$ cat src/hdl/teq_pkg.sv
`default_nettype none

package teq_pkg;

    // Fixed field widths of the request and result channels.
    localparam int OP_W     = 2;
    localparam int HANDLE_W = 4;
    localparam int DELAY_W  = 16;
    localparam int TAG_W    = 16;
    localparam int KIND_W   = 3;

    // Request operation codes.
    localparam logic [OP_W-1:0] OP_INSERT = 2'd0;
    localparam logic [OP_W-1:0] OP_CANCEL = 2'd1;
    localparam logic [OP_W-1:0] OP_TICK   = 2'd2;

    // Result kind codes.
    localparam logic [KIND_W-1:0] KIND_QUEUED    = 3'd0;
    localparam logic [KIND_W-1:0] KIND_FULL      = 3'd1;
    localparam logic [KIND_W-1:0] KIND_CANCELLED = 3'd2;
    localparam logic [KIND_W-1:0] KIND_NOT_FOUND = 3'd3;
    localparam logic [KIND_W-1:0] KIND_EXPIRED   = 3'd4;

    // Per-cycle strobes broadcast from the sequencer to every slot cell.
    typedef struct packed {
        logic insert;   // claim the lowest free slot
        logic cancel;   // free the addressed slot if active
        logic latch;    // capture overdue distance and due flag
        logic expire;   // retire the addressed slot after it won a search
    } cell_cmd_t;

endpackage

`default_nettype wire

$ cat src/hdl/timer_expiry_queue.sv
// Timer expiry queue: a table of TIMER_SLOTS one-shot timers measured against a
// TIME_WIDTH-bit tick count that only tick requests advance; it is zero after reset.
// Requests arrive on the s_ channel (valid/ready): insert stores now plus a
// delay with a user tag in the lowest free slot, cancel frees a slot by handle,
// tick advances the count and retires every reached timer. Results leave on the
// m_ channel (valid/ready) with m_last set on the final result of a request.
// Insert and cancel present one result, passing through the execute and emit
// states into the output register with s_ready low; an unused op code gives no
// result. A tick walks a search wave down the row of slot cells, one cell per
// cycle; each wave finds one expiry, and a wave that finds none ends the tick,
// which holds s_ready low from start to end.
// Expiries leave earliest first, equal expiries lower slot first.
// One request is worked on at a time; s_ready is high whenever the sequencer
// is idle, even while the output register still holds a result. When the
// receiver stalls, the result waits in the output register and the sequencer
// holds until it can load the next one. Reset marks all slots free, zeroes the
// tick count and empties the output register; no clearing pass is needed.
`default_nettype none

module timer_expiry_queue #(
    parameter int TIMER_SLOTS = 16,
    parameter int TIME_WIDTH  = 32
) (
    input  wire                          aclk,
    input  wire                          aresetn,
    input  wire                          s_valid,
    output logic                         s_ready,
    input  wire [teq_pkg::OP_W-1:0]      s_op,
    input  wire [teq_pkg::HANDLE_W-1:0]  s_slot_handle,
    input  wire [teq_pkg::DELAY_W-1:0]   s_delay_ticks,
    input  wire [teq_pkg::TAG_W-1:0]     s_user_tag,
    output logic                         m_valid,
    input  wire                          m_ready,
    output logic [teq_pkg::KIND_W-1:0]   m_kind,
    output logic [teq_pkg::HANDLE_W-1:0] m_handle_out,
    output logic [teq_pkg::TAG_W-1:0]    m_tag_out,
    output logic                         m_last
);

    localparam int SLOT_W = $clog2(TIMER_SLOTS);
    localparam int CNT_W  = $clog2(TIMER_SLOTS + 1);
    localparam logic [CNT_W-1:0] WAVE_LEN = CNT_W'(TIMER_SLOTS);

    typedef enum logic [4:0] {
        ST_IDLE  = 5'b00001,
        ST_EXEC  = 5'b00010,
        ST_LATCH = 5'b00100,
        ST_WAVE  = 5'b01000,
        ST_EMIT  = 5'b10000
    } state_t;

    state_t state_reg, state_next;
    logic [CNT_W-1:0]               cnt_reg, cnt_next;
    logic [TIME_WIDTH-1:0]          now_reg, now_next;
    logic [teq_pkg::OP_W-1:0]       op_reg;
    logic [teq_pkg::HANDLE_W-1:0]   handle_reg;
    logic [teq_pkg::DELAY_W-1:0]    delay_reg;
    logic [teq_pkg::TAG_W-1:0]      utag_reg;
    logic [teq_pkg::KIND_W-1:0]     res_kind_reg, res_kind_next;
    logic [teq_pkg::HANDLE_W-1:0]   res_handle_reg, res_handle_next;
    logic [teq_pkg::TAG_W-1:0]      res_tag_reg, res_tag_next;
    logic                           res_last_reg, res_last_next;
    logic                           held_valid_reg, held_valid_next;
    logic [SLOT_W-1:0]              held_idx_reg, held_idx_next;
    logic [teq_pkg::TAG_W-1:0]      held_tag_reg, held_tag_next;
    logic                           m_valid_reg, m_valid_next;
    logic [teq_pkg::KIND_W-1:0]     m_kind_reg, m_kind_next;
    logic [teq_pkg::HANDLE_W-1:0]   m_handle_reg, m_handle_next;
    logic [teq_pkg::TAG_W-1:0]      m_tag_reg, m_tag_next;
    logic                           m_last_reg, m_last_next;

    // Chain signals between neighboring cells; entry 0 feeds the first cell.
    logic                      claim      [0:TIMER_SLOTS];
    logic                      cand_valid [0:TIMER_SLOTS];
    logic [TIME_WIDTH-1:0]     cand_over  [0:TIMER_SLOTS];
    logic [SLOT_W-1:0]         cand_idx   [0:TIMER_SLOTS];
    logic [teq_pkg::TAG_W-1:0] cand_tag   [0:TIMER_SLOTS];
    logic [SLOT_W-1:0]         take_idx   [0:TIMER_SLOTS-1];
    logic [TIMER_SLOTS-1:0]    cancel_hits;

    teq_pkg::cell_cmd_t    cmd;
    logic [TIME_WIDTH-1:0] new_expiry;
    logic [SLOT_W-1:0]     target;
    logic [SLOT_W-1:0]     free_idx;
    logic                  table_full;
    logic                  any_cancel;
    logic                  handle_in_range;
    logic                  wave_done;
    logic                  win_valid;
    logic                  out_free;
    logic                  accept;

    assign accept          = s_valid && s_ready;
    assign s_ready         = (state_reg == ST_IDLE);
    assign out_free        = !m_valid_reg || m_ready;
    assign new_expiry      = now_reg + TIME_WIDTH'(delay_reg);
    assign handle_in_range = (32'(handle_reg) < 32'(TIMER_SLOTS));
    assign wave_done       = (state_reg == ST_WAVE) && (cnt_reg == WAVE_LEN);
    assign win_valid       = cand_valid[TIMER_SLOTS];
    assign table_full      = claim[TIMER_SLOTS];
    assign any_cancel      = |cancel_hits;

    // Broadcast strobes to the cells.
    assign cmd.insert = (state_reg == ST_EXEC) && (op_reg == teq_pkg::OP_INSERT);
    assign cmd.cancel = (state_reg == ST_EXEC) && (op_reg == teq_pkg::OP_CANCEL)
                        && handle_in_range;
    assign cmd.latch  = (state_reg == ST_LATCH);
    assign cmd.expire = wave_done && win_valid;
    assign target     = cmd.expire ? cand_idx[TIMER_SLOTS] : SLOT_W'(handle_reg);

    // Head of both chains: every slot before the first counts as active,
    // and the search starts with no candidate.
    assign claim[0]      = 1'b1;
    assign cand_valid[0] = 1'b0;
    assign cand_over[0]  = '0;
    assign cand_idx[0]   = '0;
    assign cand_tag[0]   = '0;

    // Row of slot cells.
    for (genvar i = 0; i < TIMER_SLOTS; i++) begin : g_cell
        teq_cell #(
            .TIME_WIDTH (TIME_WIDTH),
            .SLOT_W     (SLOT_W),
            .SLOT_IDX   (i)
        ) u_cell (
            .aclk           (aclk),
            .aresetn        (aresetn),
            .cmd            (cmd),
            .now_count      (now_reg),
            .new_expiry     (new_expiry),
            .new_tag        (utag_reg),
            .target         (target),
            .claim_in       (claim[i]),
            .claim_out      (claim[i+1]),
            .take_idx       (take_idx[i]),
            .cancel_hit     (cancel_hits[i]),
            .cand_valid_in  (cand_valid[i]),
            .cand_over_in   (cand_over[i]),
            .cand_idx_in    (cand_idx[i]),
            .cand_tag_in    (cand_tag[i]),
            .cand_valid_out (cand_valid[i+1]),
            .cand_over_out  (cand_over[i+1]),
            .cand_idx_out   (cand_idx[i+1]),
            .cand_tag_out   (cand_tag[i+1])
        );
    end

    // At most one cell claims a slot, so its index is the OR of all claims.
    always_comb begin
        free_idx = '0;
        for (int i = 0; i < TIMER_SLOTS; i++) begin
            free_idx = free_idx | take_idx[i];
        end
    end

    // Sequencer. A winner found at the end of a wave is held back until the
    // next wave shows whether another timer follows, which settles its last flag.
    always_comb begin
        state_next      = state_reg;
        cnt_next        = cnt_reg;
        now_next        = now_reg;
        res_kind_next   = res_kind_reg;
        res_handle_next = res_handle_reg;
        res_tag_next    = res_tag_reg;
        res_last_next   = res_last_reg;
        held_valid_next = held_valid_reg;
        held_idx_next   = held_idx_reg;
        held_tag_next   = held_tag_reg;
        m_valid_next    = m_valid_reg && !m_ready;
        m_kind_next     = m_kind_reg;
        m_handle_next   = m_handle_reg;
        m_tag_next      = m_tag_reg;
        m_last_next     = m_last_reg;
        unique case (state_reg)
            ST_IDLE: begin
                if (s_valid) begin
                    state_next = ST_EXEC;
                end
            end
            ST_EXEC: begin
                res_tag_next  = '0;
                res_last_next = 1'b1;
                case (op_reg)
                    teq_pkg::OP_INSERT: begin
                        res_kind_next   = table_full ? teq_pkg::KIND_FULL
                                                     : teq_pkg::KIND_QUEUED;
                        res_handle_next = table_full ? '0
                                                     : teq_pkg::HANDLE_W'(free_idx);
                        state_next      = ST_EMIT;
                    end
                    teq_pkg::OP_CANCEL: begin
                        res_kind_next   = any_cancel ? teq_pkg::KIND_CANCELLED
                                                     : teq_pkg::KIND_NOT_FOUND;
                        res_handle_next = handle_reg;
                        state_next      = ST_EMIT;
                    end
                    teq_pkg::OP_TICK: begin
                        now_next   = now_reg + TIME_WIDTH'(1);
                        state_next = ST_LATCH;
                    end
                    default: begin
                        state_next = ST_IDLE;
                    end
                endcase
            end
            ST_LATCH: begin
                cnt_next   = '0;
                state_next = ST_WAVE;
            end
            ST_WAVE: begin
                if (wave_done) begin
                    cnt_next        = '0;
                    held_valid_next = win_valid;
                    if (win_valid) begin
                        held_idx_next = cand_idx[TIMER_SLOTS];
                        held_tag_next = cand_tag[TIMER_SLOTS];
                    end
                    if (held_valid_reg) begin
                        res_kind_next   = teq_pkg::KIND_EXPIRED;
                        res_handle_next = teq_pkg::HANDLE_W'(held_idx_reg);
                        res_tag_next    = held_tag_reg;
                        res_last_next   = !win_valid;
                        state_next      = ST_EMIT;
                    end else if (!win_valid) begin
                        state_next = ST_IDLE;
                    end
                end else begin
                    cnt_next = cnt_reg + CNT_W'(1);
                end
            end
            ST_EMIT: begin
                if (out_free) begin
                    m_valid_next  = 1'b1;
                    m_kind_next   = res_kind_reg;
                    m_handle_next = res_handle_reg;
                    m_tag_next    = res_tag_reg;
                    m_last_next   = res_last_reg;
                    cnt_next      = '0;
                    state_next    = res_last_reg ? ST_IDLE : ST_WAVE;
                end
            end
            default: begin
                state_next = ST_IDLE;
            end
        endcase
    end

    always_ff @(posedge aclk) begin
        if (!aresetn) begin
            state_reg      <= ST_IDLE;
            cnt_reg        <= '0;
            now_reg        <= '0;
            held_valid_reg <= 1'b0;
            m_valid_reg    <= 1'b0;
        end else begin
            state_reg      <= state_next;
            cnt_reg        <= cnt_next;
            now_reg        <= now_next;
            held_valid_reg <= held_valid_next;
            m_valid_reg    <= m_valid_next;
        end
        if (accept) begin
            op_reg     <= s_op;
            handle_reg <= s_slot_handle;
            delay_reg  <= s_delay_ticks;
            utag_reg   <= s_user_tag;
        end
        res_kind_reg   <= res_kind_next;
        res_handle_reg <= res_handle_next;
        res_tag_reg    <= res_tag_next;
        res_last_reg   <= res_last_next;
        held_idx_reg   <= held_idx_next;
        held_tag_reg   <= held_tag_next;
        m_kind_reg     <= m_kind_next;
        m_handle_reg   <= m_handle_next;
        m_tag_reg      <= m_tag_next;
        m_last_reg     <= m_last_next;
    end

    assign m_valid      = m_valid_reg;
    assign m_kind       = m_kind_reg;
    assign m_handle_out = m_handle_reg;
    assign m_tag_out    = m_tag_reg;
    assign m_last       = m_last_reg;

endmodule

`default_nettype wire

$ cat src/hdl/teq_cell.sv
`default_nettype none

module teq_cell #(
    parameter int TIME_WIDTH = 32,
    parameter int SLOT_W     = 4,
    parameter int SLOT_IDX   = 0
) (
    input  wire                        aclk,
    input  wire                        aresetn,
    input  teq_pkg::cell_cmd_t         cmd,
    input  wire [TIME_WIDTH-1:0]       now_count,
    input  wire [TIME_WIDTH-1:0]       new_expiry,
    input  wire [teq_pkg::TAG_W-1:0]   new_tag,
    input  wire [SLOT_W-1:0]           target,
    // Free-slot claim chain: high while every earlier slot is active.
    input  wire                        claim_in,
    output logic                       claim_out,
    output logic [SLOT_W-1:0]          take_idx,
    output logic                       cancel_hit,
    // Best-candidate chain from the previous cell.
    input  wire                        cand_valid_in,
    input  wire [TIME_WIDTH-1:0]       cand_over_in,
    input  wire [SLOT_W-1:0]           cand_idx_in,
    input  wire [teq_pkg::TAG_W-1:0]   cand_tag_in,
    output logic                       cand_valid_out,
    output logic [TIME_WIDTH-1:0]      cand_over_out,
    output logic [SLOT_W-1:0]          cand_idx_out,
    output logic [teq_pkg::TAG_W-1:0]  cand_tag_out
);

    localparam logic [SLOT_W-1:0] MY_IDX = SLOT_W'(SLOT_IDX);

    logic                      active_reg, active_next;
    logic                      pend_reg, pend_next;
    logic [TIME_WIDTH-1:0]     expiry_reg, expiry_next;
    logic [teq_pkg::TAG_W-1:0] tag_reg, tag_next;
    logic [TIME_WIDTH-1:0]     over_reg, over_next;
    logic                      cand_valid_reg, cand_valid_next;
    logic [TIME_WIDTH-1:0]     cand_over_reg, cand_over_next;
    logic [SLOT_W-1:0]         cand_idx_reg, cand_idx_next;
    logic [teq_pkg::TAG_W-1:0] cand_tag_reg, cand_tag_next;

    logic                  is_target;
    logic                  take;
    logic                  expire_hit;
    logic                  beats_in;
    logic [TIME_WIDTH-1:0] diff;

    assign is_target  = (target == MY_IDX);
    assign take       = cmd.insert && claim_in && !active_reg;
    assign claim_out  = claim_in && active_reg;
    assign take_idx   = take ? MY_IDX : '0;
    assign cancel_hit = cmd.cancel && is_target && active_reg;
    assign expire_hit = cmd.expire && is_target;
    assign diff       = now_count - expiry_reg;

    // This slot replaces the incoming candidate only when strictly more overdue,
    // so equal expiries keep the lower slot.
    assign beats_in = pend_reg && (!cand_valid_in || (over_reg > cand_over_in));

    // Slot contents and search stage.
    always_comb begin
        active_next     = active_reg;
        pend_next       = pend_reg;
        expiry_next     = expiry_reg;
        tag_next        = tag_reg;
        over_next       = over_reg;
        if (take) begin
            active_next = 1'b1;
            expiry_next = new_expiry;
            tag_next    = new_tag;
        end
        if (cancel_hit || expire_hit) begin
            active_next = 1'b0;
            pend_next   = 1'b0;
        end
        if (cmd.latch) begin
            over_next = diff;
            pend_next = active_reg && !diff[TIME_WIDTH-1];
        end
        if (beats_in) begin
            cand_valid_next = 1'b1;
            cand_over_next  = over_reg;
            cand_idx_next   = MY_IDX;
            cand_tag_next   = tag_reg;
        end else begin
            cand_valid_next = cand_valid_in;
            cand_over_next  = cand_over_in;
            cand_idx_next   = cand_idx_in;
            cand_tag_next   = cand_tag_in;
        end
    end

    always_ff @(posedge aclk) begin
        if (!aresetn) begin
            active_reg     <= 1'b0;
            pend_reg       <= 1'b0;
            cand_valid_reg <= 1'b0;
        end else begin
            active_reg     <= active_next;
            pend_reg       <= pend_next;
            cand_valid_reg <= cand_valid_next;
        end
        expiry_reg    <= expiry_next;
        tag_reg       <= tag_next;
        over_reg      <= over_next;
        cand_over_reg <= cand_over_next;
        cand_idx_reg  <= cand_idx_next;
        cand_tag_reg  <= cand_tag_next;
    end

    assign cand_valid_out = cand_valid_reg;
    assign cand_over_out  = cand_over_reg;
    assign cand_idx_out   = cand_idx_reg;
    assign cand_tag_out   = cand_tag_reg;

endmodule

`default_nettype wire

$ cat config.mk
export PLATFORM = sky130hd
export DESIGN_NAME = timer_expiry_queue
export DESIGN_NICKNAME = d
export VERILOG_FILES = /design/src/hdl/teq_pkg.sv /design/src/hdl/timer_expiry_queue.sv /design/src/hdl/teq_cell.sv
export SDC_FILE = /design/constraint.sdc
export NUM_CORES = 2
export LEC_CHECK = 0
export BUFFER_PORTS_ARGS = -buffer_cell sky130_fd_sc_hd__buf_2
export CAP_MARGIN = 20
export CORE_MARGIN = 4
export CORE_UTILIZATION = 60
export DETAILED_ROUTE_END_ITERATION = 10
export PLACE_DENSITY_LB_ADDON = 0.1
export RECOVER_POWER = 25
export SYNTH_ARGS = -nofsm -noshare
export SYNTH_HDL_FRONTEND = slang
export SYNTH_SLANG_ARGS = --single-unit
export TNS_END_PERCENT = 20
$ cat constraint.sdc
create_clock -name aclk -period 30 [get_ports aclk]
set_input_delay 4.5 -clock aclk [delete_from_list [all_inputs] [get_ports aclk]]
set_output_delay 4.5 -clock aclk [all_outputs]
set_load 0.05 [all_outputs]
==> Word-level counts from Yosys, hierarchy flattened <==
Cells that the tools add are included.
{ "totals": {"ff_bits": 2263, "elab_cells": 622} }
{ "op_classes": {"order_cmp": 15, "mux": 124, "n_eq_ne": 29, "addsub": 19, "n_bitwise": 15, "n_reduce_logical": 259} }
{ "ops": {"columns": ["cell", "n"], "rows": [
  ["$sub 32x32->32", 16],
  ["$gt 32x32->1", 15],
  ["$mux 32", 14],
  ["$mux 16", 17],
  ["$logic_and 1x1->1", 131],
  ["$mux 1", 56],
  ["$or 4x4->4", 14],
  ["$mux 4", 13],
  ["$logic_not 1->1", 50],
  ["$mux 5", 7],
  ["$reduce_bool 2->1", 17],
  ["$reduce_or 2->1", 17],
  ["$add 32x1->32 const B", 1],
  ["$add 32x16->32", 1],
  ["$eq 4x4->1 const B", 8],
  ["$logic_or 1x1->1", 32],
  ["$pmux 16 s2", 1],
  ["$pmux 5 s5", 1],
  ["$mux 3", 6],
  ["$eq 4x3->1 const B", 4],
  ["$pmux 4 s2", 2],
  ["$reduce_or 16->1", 1],
  ["$pmux 5 s3", 1],
  ["$pmux 3 s2", 2],
  ["other kinds (23)", 34]
]} }

==> Logic depth before layout (Yosys ltp) <==
{ "depth": {"depth_word": 22, "ltp_mapped": 14} }

==> Cells and area by module <==
Synthesis repeated with hierarchy kept, for this count alone.
{ "hier_totals": {"hier_cells": 10641, "area_unflattened_um2": 119265.6} }
{ "by_module_without_submodules": {"columns": ["mod", "cells_each", "n_inst", "seq_area_each_um2", "area_per_inst_um2"], "rows": [
  ["teq_cell (g_cell[1].u_cell ...)", 627, 3, 3503.4, 6971.7],
  ["teq_cell (g_cell[10].u_cell ...)", 627, 2, 3503.4, 6972.9],
  ["teq_cell (g_cell[11].u_cell ...)", 627, 2, 3503.4, 6970.4],
  ["teq_cell (g_cell[9].u_cell)", 623, 1, 3503.4, 7230.7],
  ["teq_cell (g_cell[7].u_cell)", 623, 1, 3503.4, 7228.2],
  ["teq_cell (g_cell[13].u_cell)", 633, 1, 3503.4, 7126.8],
  ["teq_cell (g_cell[8].u_cell)", 623, 1, 3503.4, 7055.5],
  ["teq_cell (g_cell[6].u_cell)", 627, 1, 3503.4, 6990.5],
  ["teq_cell (g_cell[12].u_cell)", 634, 1, 3503.4, 6976.7],
  ["teq_cell (g_cell[0].u_cell)", 633, 1, 3503.4, 6975.4],
  ["teq_cell (g_cell[3].u_cell)", 628, 1, 3503.4, 6970.4],
  ["teq_cell (g_cell[15].u_cell)", 626, 1, 3503.4, 6964.2],
  ["timer_expiry_queue", 602, 1, 4063.9, 6945.4]
]} }

==> Worst setup path after synthesis <==
OpenSTA, ideal clock, no wires.
{ "synth_timing": {"path_type": "register to register", "from": "register state_reg[4]", "to": "register g_cell[0].u_cell.over_reg[0], enable pin", "slack_ns": 13.924, "setup_time_ns": 1.075, "path_stages_with_launch": 6, "t_arrival_ns": 15.001, "path_cell_list": "dfxtp_1 nor3_1 nand3b_1 clkbuf_1 inv_1 clkbuf_1"} }
{ "synth_via": {"elab_chain_len": 1} }
{ "synth_rtl": {"columns": ["item", "line", "rtl"], "rows": [
  ["start, declared", "timer_expiry_queue.sv:52", "state_t state_reg, state_next;"],
  ["start signal, assigned", "timer_expiry_queue.sv:256", "state_reg <= state_next;"],
  ["$eq 5x3->1", "timer_expiry_queue.sv:107", "assign cmd.latch = (state_reg == ST_LATCH);"],
  ["end signal, assigned", "teq_cell.sv:106", "over_reg <= over_next;"],
  ["end, declared", "teq_cell.sv:37", "logic [TIME_WIDTH-1:0] over_reg, over_next;"]
]} }
Every way passes these cells.
A chain may end at the register's enable or synchronous reset.

==> Final worst setup path <==
{ "layout_timing": {"from": "register state_reg[4]", "to": "register g_cell[3].u_cell.over_reg[15], enable pin"} }
{ "layout_via": {"elab_chain_len": 1} }
{ "layout_rtl": {"columns": ["item", "line"], "rows": [
  ["$eq 5x3->1", "timer_expiry_queue.sv:107"],
  ["end signal, assigned", "teq_cell.sv:106"],
  ["end, declared", "teq_cell.sv:37"]
]} }
Every way passes these cells.

==> results.md <==
- Post-Synth Adder-Cell Area: 11.7%
- Hold Startpoint: g_cell[2].u_cell.cand_idx_out[0]$_SDFF_PP0_
- Drt pass-1 iters: 7
- Max-slew headroom: -244%
- Vias post-DR: 70,956
- CTS Buffer Depth: 3
- CP Max Fanout: 110
- Dpl cell area: ~0.11 mm^2
- Post-synth top flop: edfxtp_1
- Flops & latches, synth: 2,263
- Post-synthesis async set-or-reset flop share: 0%
- Post-Route Setup TNS: 0 ps
- Fin nets: between 10,000 and 15,000
- Clock Latency Late Sink: between 800 and 900 ps
- Initial core utilization: 60.3%
- CP required: between 30,000 and 40,000 ps
- Mapped Area: 0.109 mm^2
- Arrival time at the worst endpoint: 9690 ps
- Num Clock Sinks: roughly 2,300
- RSZ-0062 raised after global routing: false
- Skew final: 55.8 ps
- HP Class: reg -> reg
- HPWL after DPL: 205,000 um
- Post-DR vias/cell: slightly below 6
- Sequential-to-total area share from yosys stat: approximately 54%
- Worst path buffer plus inverter count: 5
- IO buf count: 67
- First-pass GRT wire length: between 400,000 and 500,000 um
- # IOs: slightly below 70
- Inserted Clock Buffers: approximately 230
- Syn nets: around 10,000
- Mux contribution to synthesized area: a little under 7%
- Largest family of logic cells by synthesized area: adder cells
- Crit Path Class: reg -> reg
- # hold bufs at CTS: 0
- Total GRT Usage: between 30 and 40%
- CP Capture Type: flip-flop
- Drt total wl: 289,000 um
- R2R Path Start: state_reg[4]$_SDFFE_PN0P_
- Grt ovf: 0
- Startpoint Class: flip-flop
- Critical-path top delay cell: clkinvlp_2
- Crit path max-delay family: buffers and inverters
- Initial antenna violation count: 21
- Rows: between 150 and 200
- Synth Area in Simple Gates: 7.60%
- CTS root buf: clkbuf_16
- CTS tree: built
- Layout area overhead: 11.0%
- Commonest non-fill, non-tap cell in the layout: edfxtp_1
- Chip width: 434 um
- Htree depth: 4
- DIE HEIGHT: roughly 430 um
- Hold path depth: 1
- WHS Endpoint: g_cell[3].u_cell.cand_idx_out[0]$_SDFF_PP1_
- R2r worst-path depth: 7
- Hold Vio Cnt, Final: 0
- Failing checks: max-capacitance violations, max-slew violations
- Post_cts resized: 0
- Max-Cap Viols: 21
- Slew Limit Fails: about 560
- Largest net degree at the start of global routing: 111
- Clock Pin Slew Worst Setup and Hold Paths: around 70 ps
- R2R setup slack: about 21,000 ps
- Die area: 0.189 mm^2
- CP most frequent cell: buf_4
- Syn Area/Cell: between 10 and 15 um^2
- Tmin final: around 9200 ps
- Core Area: about 0.18 mm^2
- Final Cell Area: roughly 0.12 mm^2
- XOR/XNOR Fraction of Synth Area: 3.88%
- VDD IR-drop max: 0.0619 mV
- Antenna-violating nets left: 0
- PwrDens: 53.7 mW/mm^2
- Layout cells sized above 1: 13.5%
- Post-CTS Setup Inserts: 0
- Crit path cell chain: nor3_1 -> nand3b_1 -> clkbuf_1 -> clkinvlp_2 -> buf_4 -> buf_4 -> buf_4
- Commonest non-fill, non-tap cells in the layout: edfxtp_1 (1,386), inv_1 (1,133), ha_1 (995)
- Reg2reg end: g_cell[3].u_cell.over_reg[15]$_DFFE_PP_
- Finish-stage setup viols: 0
- Worst-margin pin slew: 5140 ps
- Status: finished with violations
- Synth Area in Compound Gates: 11.2%
- Drc violations: 0
- Number of enable flip-flop cells after synthesis: around 1,400
- Fmax: about 110 MHz
- P_leak: ~50 nW
- Syn Inst Count: 9,194
- Synth cell types: 92
- Drt wl/cell: between 20 and 25 um
- Initial DRC count: around 6,300
- GPL Wtd Cong: 0.920
- Final period util: between 30% and 40%
- Worst stage delay on the critical path: 4330 ps
- Vias in the first global route: 68,958
- Number of warnings issued by yosys: 0
==> area by class of cell <==
type                       count  area (um^2)
tap                         2370         2970
sequential                  2263        59200
inverter                    1136         4270
antenna                        7         17.5
fill                       13424        59800
clock inverter               121         1390
multi-input combinational   5655        45300
clock buffer                 311         6450
timing repair buffer         207         1320
==> metrics by stage <==
| step | util, % | power, mW | hold WS (ps) | setup slack [ps] | cells |
|---|---|---|---|---|---|
| 4_1_cts | 67.0 | 6.55 | 400 | 23090 | 12061 |
| 6_report | 66.9 | 6.50 | 402 | 20820 | 12070 |
| 5_1_grt | 66.9 | 6.69 | 416 | 20120 | 12063 |
| 3_3_place_gp | 62.7 | 3.66 | 389 | 23710 | 11629 |
| 3_5_place_dp | 62.7 | 3.67 | 389 | 23720 | 11629 |
| 2_1_floorplan | - | 3.51 | 386 | 13920 | 9194 |
==> per-layer routing <==
layer	vias to the layer above	global-route usage, %	share of wire, %
met3	673	5.31	7.8
li1	33523	-	-
met4	8	13.7	5.1
met2	2550	48.5	45
met5	-	0	0.017
met1	34202	41.1	42
==> how the worst max path moves through the flow <==
stage | from | end | slack, ps | cells past startpoint
finish | state_reg[4]$_SDFFE_PN0P_ | g_cell[3].u_cell.over_reg[15]$_DFFE_PP_ | 20820 | 7
global route | state_reg[0]$_SDFFE_PN1P_ | g_cell[4].u_cell.over_reg[17]$_DFFE_PP_ | 20120 | 7
CTS | state_reg[2]$_SDFFE_PN0P_ | s_ready | 23090 | 5
detailed placement | aresetn | g_cell[8].u_cell.pend_reg$_SDFFE_PN0P_ | 23720 | 7
global placement | aresetn | g_cell[8].u_cell.pend_reg$_SDFFE_PN0P_ | 23710 | 7
floorplan | state_reg[4]$_SDFFE_PN0P_ | g_cell[0].u_cell.over_reg[0]$_DFFE_PP_ | 13920 | 5
==> worst register-to-register path, cell delays in order (launching register included) <==
cell,delay (ps)
dfxtp_1,440
nor3_1,120
nand3b_1,90
clkbuf_1,820
clkinvlp_2,4330
buf_4,1860
buf_4,560
buf_4,540
==> kinds of logic after synthesis <==
family / after synthesis
flip-flops: 2263
AND/OR/NAND/NOR: 1639
buffers and inverters: 1276
XOR/XNOR: 482
multiplexers: 660
adder cells (fa/ha/maj): 1012
AO/OA/AOI/OAI: 1862
==> report_power, final <==
part | internal (mW) | total (mW) | switching, mW
Clock | 1.69 | 2.90 | 1.22
Combinational | 0.0374 | 0.206 | 0.169
Sequential | 3.35 | 3.39 | 0.0391
==> cell usage after synthesis (15+ instances only) <==
cell type     n  area [um^2]
o21ai_1      24          120
a2111oi_0    15          131
nand3_1     127          636
clkbuf_1     84          315
xnor2_1     350         3070
nand2b_1    108          676
and4_1       19          166
ha_1        995        12400
nand3b_1     19          143
buf_2        37          185
o211ai_1     31          233
nand2_1     343         1290
dfxtp_1     877        17600
and2_1      107          669
o21a_1      131          983
or3_1        19          119
fa_1         17          340
o21bai_1     55          413
nor2b_1     132          826
a21boi_0     32          240
o2111ai_1    22          193
a311oi_1     19          166
mux2_1       47          529
nand4_1     156          976
nor3_1       64          320
and3_1       62          388
mux2_2      610         6870
o21ai_0     323         1620
a21o_1      394         2960
inv_1      1135         4260
a21oi_1     549         2750
edfxtp_1   1386        41600
a31oi_1      43          269
nor2_1      402         1510
o31a_1       24          210
or2_2        42          263
a211oi_1     52          390
xor2_1      131         1150
Power figures use the tool's default switching activity.
